==> config.mk <==
export PLATFORM = sky130hd
export DESIGN_NAME = cspc_cordic
export DESIGN_NICKNAME = d
export VERILOG_FILES = /design/src/cspc_pkg.sv /design/src/cspc_cordic.sv
export SDC_FILE = /design/constraint.sdc
export NUM_CORES = 1
export LEC_CHECK = 0
export BUFFER_PORTS_ARGS = -buffer_cell sky130_fd_sc_hd__clkbuf_2
export CAP_MARGIN = 25
export CORE_MARGIN = 2
export CORE_UTILIZATION = 35
export CTS_BUF_LIST = sky130_fd_sc_hd__clkbuf_16
export CTS_CLUSTER_SIZE = 30
export DETAILED_ROUTE_END_ITERATION = 10
export GPL_TIMING_DRIVEN = 0
export SETUP_SLACK_MARGIN = 0.3
export SYNTH_ARGS = -nofsm -noshare
export SYNTH_HDL_FRONTEND = slang
export SYNTH_SLANG_ARGS = --single-unit
==> constraint.sdc <==
create_clock -name clk -period 7.9 [get_ports clk]
set_clock_uncertainty 0.05 [all_clocks]
set_input_delay 1.185 -clock clk [delete_from_list [all_inputs] [get_ports clk]]
set_output_delay 1.185 -clock clk [all_outputs]
set_load 0.03 [all_outputs]
==> src/cspc_pkg.sv <==
`timescale 1ns / 1ps
package cspc_pkg;

	localparam int MaxDomesDef   = 64;
	localparam int AngleStepsDef = 16;
	localparam int TabLen        = 24;

	localparam logic [14:0] FullTurn    = 15'd23040;
	localparam logic [14:0] HalfTurn    = 15'd11520;
	localparam logic [14:0] QuarterTurn = 15'd5760;

	localparam logic [1:0] CfgDomeCount = 2'd0;
	localparam logic [1:0] CfgResScale  = 2'd1;
	localparam logic [1:0] CfgNullValue = 2'd2;

	localparam logic ReqLoad  = 1'b0;
	localparam logic ReqPixel = 1'b1;

	// arctangent of 2^-i in 1/16384 degree
	function automatic logic [19:0] atan_entry(input logic [4:0] i);
		logic [19:0] r;
		begin
			case (i)
				5'd0:  r = 20'd737280;
				5'd1:  r = 20'd435242;
				5'd2:  r = 20'd229970;
				5'd3:  r = 20'd116736;
				5'd4:  r = 20'd58595;
				5'd5:  r = 20'd29326;
				5'd6:  r = 20'd14667;
				5'd7:  r = 20'd7334;
				5'd8:  r = 20'd3667;
				5'd9:  r = 20'd1833;
				5'd10: r = 20'd917;
				5'd11: r = 20'd458;
				5'd12: r = 20'd229;
				5'd13: r = 20'd115;
				5'd14: r = 20'd57;
				5'd15: r = 20'd29;
				5'd16: r = 20'd14;
				5'd17: r = 20'd7;
				5'd18: r = 20'd4;
				5'd19: r = 20'd2;
				5'd20: r = 20'd1;
				default: r = 20'd0;
			endcase
			return r;
		end
	endfunction

	typedef struct packed {
		logic        start;
		logic [27:0] east;
		logic [27:0] north;
	} cspc_az_req_t;

	typedef struct packed {
		logic        done;
		logic [14:0] az;
	} cspc_az_rsp_t;

endpackage

==> src/cspc_cordic.sv <==
`timescale 1ns / 1ps
// iterative vectoring cordic, one rotation per cycle
module cspc_cordic import cspc_pkg::*; #(
	parameter int AngleSteps = AngleStepsDef
) (
	input  logic         clk,
	input  logic         arst_n,
	input  cspc_az_req_t req,
	output cspc_az_rsp_t rsp
);

	localparam int StepW = $clog2(AngleSteps + 1);

	logic             busy_q;
	logic [StepW-1:0] step_q;
	logic signed [31:0] x_q, y_q;
	logic signed [24:0] z_q;
	logic             east_neg_q, north_neg_q, zero_q;
	logic             done_q;
	logic [14:0]      az_q;

	logic signed [31:0] xs, ys, nx, ny;
	logic signed [24:0] nz;
	logic [4:0]         idx;
	logic signed [24:0] zr;
	logic [14:0]        th, az_c;
	logic signed [27:0] e_s, n_s;

	assign idx = 5'(step_q);
	assign xs  = x_q >>> idx;
	assign ys  = y_q >>> idx;
	assign e_s = req.east;
	assign n_s = req.north;

	// one micro-rotation
	always_comb begin
		nx = x_q;
		ny = y_q;
		nz = z_q;
		if (y_q > 0) begin
			nx = x_q + ys;
			ny = y_q - xs;
			nz = z_q + 25'($signed({1'b0, atan_entry(idx)}));
		end else if (y_q < 0) begin
			nx = x_q - ys;
			ny = y_q + xs;
			nz = z_q - 25'($signed({1'b0, atan_entry(idx)}));
		end
	end

	// quadrant placement
	always_comb begin
		zr = (z_q + 25'sd128) >>> 8;
		if (z_q < 0) th = '0;
		else if (zr > 25'sd5760) th = QuarterTurn;
		else th = zr[14:0];
		if (!east_neg_q) az_c = north_neg_q ? HalfTurn - th : th;
		else az_c = north_neg_q ? HalfTurn + th : FullTurn - th;
		if (az_c >= FullTurn) az_c = az_c - FullTurn;
		if (zero_q) az_c = HalfTurn;
	end

	always_ff @(posedge clk or negedge arst_n) begin
		if (!arst_n) begin
			busy_q <= 1'b0;
			done_q <= 1'b0;
			step_q <= '0;
		end else begin
			done_q <= 1'b0;
			if (req.start) begin
				busy_q <= 1'b1;
				step_q <= '0;
			end else if (busy_q) begin
				if (step_q == StepW'(AngleSteps)) begin
					busy_q <= 1'b0;
					done_q <= 1'b1;
				end else begin
					step_q <= step_q + 1'b1;
				end
			end
		end
	end

	// datapath
	always_ff @(posedge clk) begin
		if (req.start) begin
			x_q         <= n_s[27] ? 32'(-n_s) : 32'(n_s);
			y_q         <= e_s[27] ? 32'(-e_s) : 32'(e_s);
			z_q         <= '0;
			east_neg_q  <= e_s[27];
			north_neg_q <= n_s[27];
			zero_q      <= (e_s == 0) && (n_s == 0);
		end else if (busy_q && step_q != StepW'(AngleSteps)) begin
			x_q <= nx;
			y_q <= ny;
			z_q <= nz;
		end else if (busy_q) begin
			az_q <= az_c;
		end
	end

	assign rsp.done = done_q;
	assign rsp.az   = az_q;

endmodule

# Word-level counts from Yosys, hierarchy flattened
# Memories as Yosys holds them, arrays and structs flattened.
# Cells that the tools add are included.
[word_totals] inputBits=59 mem_count=2 ff_bits=114 wordCells=80 romBits=1280 out_inout_bits=16
[classes] n_shift=2 n_mux=30 n_eq_ne=3 n_addsub=14 reduce_logical=12 bitwise_logic=2 order_cmp=5
[memory_table] memory="(no name shown)" words=32 word_bits=20 read_ports=1 rd_clocked_by_memory_dff=0 wr=0 line="cspc_pkg.sv:23" source="case (i)"
[memory_table] memory="(no name shown)" words=32 word_bits=20 read_ports=1 rd_clocked_by_memory_dff=0 wr=0 line="cspc_pkg.sv:23"
[ops] operator="two-way mux 32 bit" n=10
[ops] operator="two-way mux 15 bit" n=6
[ops] operator="adder 32 bit" n=2
[ops] operator="zero test 32 bit" n=2
[ops] operator="negation 28 -> 32 bit" n=2
[ops] operator=">>> shifter 32 x 5 -> 32 bit" n=2
[ops] operator="subtractor 32 bit" n=2
[ops] operator="two-way mux 20 bit" n=3
[ops] operator="two-way mux 25 bit" n=2
[ops] operator="greater-than comparator 32 x 1 -> 1 bit, second input constant" n=1
[ops] operator="< comparator 32 x 1 -> 1 bit, second input constant" n=1
[ops] operator="adder 25 x 21 -> 25 bit" n=1
[ops] operator="adder 25 x 9 -> 25 bit, second input constant" n=1
[ops] operator="< comparator 25 x 1 -> 1 bit, second input constant" n=1
[ops] operator="subtractor 25 x 21 -> 25 bit" n=1
[ops] operator="greater-than comparator 17 x 14 -> 1 bit, second input constant" n=1
[ops] operator="adder 14 x 15 -> 15 bit, first input constant" n=1
[ops] operator=">= comparator 15 bit, second input constant" n=1
[ops] operator="two-way mux 5 bit" n=3
[ops] operator="subtractor 14 x 15 -> 15 bit, first input constant" n=1
[ops] operator="subtractor 15 bit, first input constant" n=1
[ops] operator="subtractor 15 bit, second input constant" n=1
[ops] operator="two-way mux 1 bit" n=6
[ops] operator="AND reduction 2 bit" n=3
[ops] operator="9 further kinds" n=13

# Logic depth before layout (Yosys ltp)
[depth] depth_word=9 mapped_depth=27 ltp_nobuf=24

# Worst setup path before layout
# No wires, ideal clock.
[synth_path] kind="reg2reg" startpoint="reg step_q[1] (netlist: idx[1])" endpoint="reg y_q[29], data pin" setup_time_ns=0.266 period_less_slack_ns=6.061 setup_slack_ns=1.839 path_stages_with_launch=25 n_path_buf=4 required_time_ns=7.584 arrival_time_ns=5.746 cell_sequence="dfrtp_1 -> buf_2 -> buf_2 -> buf_2 -> buf_1 -> mux4_2 -> mux2i_1 -> o32ai_1 -> a211oi_1 -> ha_1 -> nand2_1 -> nor3_2 -> a21oi_1 -> xor2_1 -> ha_1 -> and4_1 -> a221o_1 -> a21oi_1 -> a31oi_1 -> o41ai_1 -> nand3b_1 -> a31o_2 -> o31ai_1 -> xor2_1 -> nor2_1"
[synth_between] elab_chain_len=6 elab_cells_between_ends=7 cone_classes="add/sub (2); shift (1); mux (4)"
[synth_lines] item="from (decl)" line="cspc_cordic.sv:15" source="logic [StepW-1:0] step_q;"
[synth_lines] item="from (signal assigned)" line="cspc_cordic.sv:78" source="step_q <= step_q + 1'b1;"
[synth_lines] item=">>> shifter 32 x 5 -> 32 bit (*)" line="cspc_cordic.sv:30" source="assign xs = x_q >>> idx;"
[synth_lines] item="adder 32 bit" line="cspc_cordic.sv:46" source="ny = y_q + xs;"
[synth_lines] item="two-way mux 32 bit" line="cspc_cordic.sv:44" source="end else if (y_q < 0) begin"
[synth_lines] item="two-way mux 32 bit (*)" line="cspc_cordic.sv:40" source="if (y_q > 0) begin"
[synth_lines] item="two-way mux 32 bit (*)" line="cspc_cordic.sv:93" source="end else if (busy_q && step_q != StepW'(AngleSteps)) begin"
[synth_lines] item="two-way mux 32 bit (*)" line="cspc_cordic.sv:86" source="if (req.start) begin"
[synth_lines] item="to (signal assigned)" line="cspc_cordic.sv:88" source="y_q <= e_s[27] ? 32'(-e_s) : 32'(e_s);"
[synth_lines] item="to (signal assigned)" line="cspc_cordic.sv:95" source="y_q <= ny;"
[synth_lines] item="to (decl)" line="cspc_cordic.sv:16" source="logic signed [31:0] x_q, y_q;"
# Mark *: on every way between the ends. The rest lies on a longest branch, timed or not. The select of a mux whose other input is x is not followed.
# A chain may end at the register's enable or synchronous reset.

# Worst setup path in the final report
[layout_path] startpoint="reg y_q[31]" endpoint="reg x_q[28], data pin"
[layout_between] elab_chain_len=6 elab_cells_between_ends=8 cone_classes="add/sub (2); order compare (1); shift (1); mux (4)"
[layout_lines] item=">>> shifter 32 x 5 -> 32 bit" line="cspc_cordic.sv:31" source="assign ys = y_q >>> idx;"
[layout_lines] item="subtractor 32 bit" line="cspc_cordic.sv:45" source="nx = x_q - ys;"
[layout_lines] item="two-way mux 32 bit" line="cspc_cordic.sv:44"
[layout_lines] item="two-way mux 32 bit (*)" line="cspc_cordic.sv:40"
[layout_lines] item="two-way mux 32 bit (*)" line="cspc_cordic.sv:93"
[layout_lines] item="two-way mux 32 bit (*)" line="cspc_cordic.sv:86"
[layout_lines] item="to (signal assigned)" line="cspc_cordic.sv:87" source="x_q <= n_s[27] ? 32'(-n_s) : 32'(n_s);"
[layout_lines] item="to (signal assigned)" line="cspc_cordic.sv:94" source="x_q <= nx;"
[layout_lines] item="to (decl)" line="cspc_cordic.sv:16"
# Marks and branches as above.

==> flow_metrics.py <==
metrics = {
    "run_status": {
        "status": "finished, final reports clean",
    },
    "critical_path": {
        "reg2reg_slack_ns": 0.59,
        "critPathMostFrequentCell": "clkbuf_1",
        "startpoint_type": "flip-flop",
        "crit_arrival_ns": 7.50,
        "crit_buf_inv": 4,
        "cpPeakStageDelay_ns": 0.67,
        "crit_family": "compound AO/OA/AOI/OAI gates",
        "crit_slowest_cell": "a2111oi_1",
        "path_max_fanout": 10,
        "required_ns": 8.10,
        "cp_cell_sequence": "clkbuf_1 -> clkbuf_1 -> nor4_1 -> nand4_1 -> nor2_2 -> or2_2 -> clkbuf_1 -> clkbuf_2 -> o21ai_0 -> fa_1 -> a21o_1 -> a21o_1 -> a2111oi_1 -> o31ai_1 -> nand4_1 -> a31o_2 -> o21ai_0 -> a2111oi_1 -> nor2_1 -> mux2i_1 -> nand2_1",
        "critPathKind": "flip-flop to flip-flop",
        "end_kind": "flip-flop",
    },
    "floorplan": {
        "die_y_um": 223,
        "dieArea_sq_um": 49800,
        "initial_core_util_pct": 35.3,
        "fp.dieW_um": 223,
        "core_area_sq_um": 47500,
        "ios": 75,
        "fp-row-count": 80,
    },
    "global_routing": {
        "grt_use_met2_pct": 44.1,
        "grt_pass1_wl_um": 101000,
        "grt_use_met3_pct": 5.87,
        "antenna_found_initial": 0,
        "overflow": 0,
        "met1_usage_pct": 33.1,
        "gr-max-usage-layer": "met2",
        "grt_max_degree": 38,
        "gr-usage-all-layers_pct": 27.0,
        "grt_pass1_vias": 16200,
    },
    "sta": {
        "hold_viol": 0,
        "relSlewSlack_pct": 25.6,
        "setup-tns-final_ns": 0,
        "min_period_ns": 7.31,
        "fin_crit_sh_pct": 92.5,
        "maxSlewViolCount": 0,
        "fin_ws_ns": 0.593,
        "fmax_ghz": 0.137,
        "rsz0062_at_grt": "false",
        "setup_viol": 0,
        "worstMarginPinSlew_ns": 1.11,
        "whs_ns": 0.423,
    },
    "place": {
        "place.gp.congestion": 1.03,
        "dp.cells": 2675,
        "place.port_buffers": 74,
        "post_dp_cell_area_sq_um": 18000,
        "dp.final_hpwl_um": 53200,
        "pre_cts_ws_ns": -0.723,
    },
    "finish": {
        "nets": 2248,
        "fin_area_sq_um": 18700,
        "multi_input_area_sq_um": 13000,
        "area_delta_synth_final_pct": 11.4,
        "final_util_pct": 39.4,
        "seq_area_sq_um": 3140,
        "stdcell_count": 2711,
        "n_fill_cell": 4903,
        "drive_gt1_share_pct": 15.7,
    },
    "clock_network": {
        "cts_buffer_depth": 2,
        "postCtsHoldBufs": 0,
        "clk_latency_ns": 0.49,
        "cts_buffers": 17,
        "cts.sinks": 114,
        "clockRootBuffer": "clkbuf_16",
        "cts_tree": "built",
        "htreeDepth": 4,
        "path_clk_slew_ns": 0.06,
    },
    "logic_synthesis": {
        "synth_seq_cells": 114,
        "ys_top_cells_by_area": "edfxtp_1 15%, mux4_2 11%, ha_1 7.7%, xnor2_1 6.2%, xor2_1 4.8%",
        "yosysUniqueCellTypes": 99,
        "synthCells": 1982,
        "yosysTopAreaCell": "edfxtp_1",
        "ys.warnings.count": 0,
        "netlist_top_cells_count": "183 x nand2_1, 160 x nor2_1, 152 x a21oi_1, 141 x o21ai_0, 118 x xnor2_1",
        "synth_area_sq_um": 16800,
        "synthesis.nets": 2148,
        "synth_top_area_share_pct": 14.7,
        "avgSynthCellArea_sq_um": 8.48,
        "ys_seq_area_share_pct": 18.7,
        "yosysMostFrequentCell": "nand2_1",
        "async_reset_ff_share_pct": 6.14,
        "synth_ff_type": "edfxtp_1",
        "synth_edf_count": 82,
    },
    "pwr": {
        "finalPower_mw": 10.2,
        "p_per_area_nw_per_um2": 544,
        "p_leak_nw": 7.36,
        "ir_drop_v": 0.000296,
    },
    "drt": {
        "drt_iter0_drc": 1312,
        "vias_per_cell": 6.22,
        "wl_um": 67400,
        "post_drt_wl_per_cell_um": 24.9,
        "dr.pass1.iters": 6,
        "drc": 0,
        "vias": 16900,
        "ant_nets": 0,
    },
    "worst_hold_path": {
        "hold_class": "flip-flop to flip-flop",
    },
    "flow_run": {
        "maxCapViolations": 0,
    },
}
==> state kept, by name, summed over array words and instances (netlist names) <==
signal and count:
north_neg_q 1, az_q 15, zero_q 1, z_q 25
done_q 1, busy_q 1, y_q 32, idx 5
east_neg_q 1, x_q 32
==> report_power, final <==
part	switching (mW)	internal, mW	leakage (nW)
Sequential	0.399	1.03	1.15
Clock	0.314	0.516	0.299
Combinational	4.56	3.36	5.90
Total	5.27	4.91	7.36
==> layout by cell type (no fill, tap or decap), types with 43 or more instances in the layout <==
cell,netlist,routed
mux4_2,84,84
mux2_2,43,43
clkbuf_1,58,55
nand2_1,183,183
ha_1,104,104
mux2i_1,43,43
nor2_1,160,159
a21oi_1,152,152
xnor2_1,118,118
xor2_1,92,92
inv_1,52,53
nand3_1,44,44
clkbuf_2,1,82
o21ai_0,141,141
edfxtp_1,82,82
==> final timing paths <==
kind / depth (start not counted) / start / endpoint
max: 21 / y_q[31]$_DFFE_PP_ / x_q[28]$_DFFE_PP_
min: 2 / z_q[2]$_SDFFE_PP0P_ / z_q[2]$_SDFFE_PP0P_
max reg2reg: 21 / y_q[31]$_DFFE_PP_ / x_q[28]$_DFFE_PP_
min reg2reg: 2 / z_q[2]$_SDFFE_PP0P_ / z_q[2]$_SDFFE_PP0P_
max in group asynchronous: 1 / arst_n / idx[1]$_DFFE_PN0P_
min in group asynchronous: 1 / arst_n / done_q$_DFF_PN0_
==> worst register-to-register path: stages (launching register included) <==
cell	delay (ns)
edfxtp_1	0.45
clkbuf_1	0.31
clkbuf_1	0.44
nor4_1	0.37
nand4_1	0.19
nor2_2	0.54
or2_2	0.21
clkbuf_1	0.42
clkbuf_2	0.50
o21ai_0	0.25
fa_1	0.46
a21o_1	0.18
a21o_1	0.22
a2111oi_1	0.60
o31ai_1	0.24
nand4_1	0.17
a31o_2	0.22
o21ai_0	0.18
a2111oi_1	0.67
nor2_1	0.16
mux2i_1	0.18
nand2_1	0.06
==> routing by layer <==
layer	routed length, um	part of all wire [%]
met2	31200	46
met5	0	0
met4	3850	5.7
met3	4630	6.9
met1	27700	41
==> timing repair <==
item	in CTS	in global routing
endpoints found under the setup margin	26	19
buffers inserted	0	3
resized for setup	11	12
pin swaps	0	1
==> area by class of cell <==
class,count,share of cell area [%]
Buffer,113,3.00
Inverter,54,1.10
Timing Repair Buffer,81,2.45
Clock inverter,15,0.929
Sequential cell,114,16.8
Antenna cell,1,0.0134
Clock buffer,17,2.27
Multi-Input combinational cell,1701,69.4
Tap cell,615,4.11
==> kinds of logic after synthesis <==
group | after synthesis | synth area share, %
buffers and inverters | 167 | 4.38
adders and majority gates | 107 | 8.10
and+or+nand+nor | 627 | 18.5
muxes | 171 | 16.8
xor gates and xnor gates | 210 | 10.9
AOI/OAI and AO/OA | 586 | 22.7
DFF | 114 | 18.7
No activity file was read; power rests on OpenSTA's default activity.
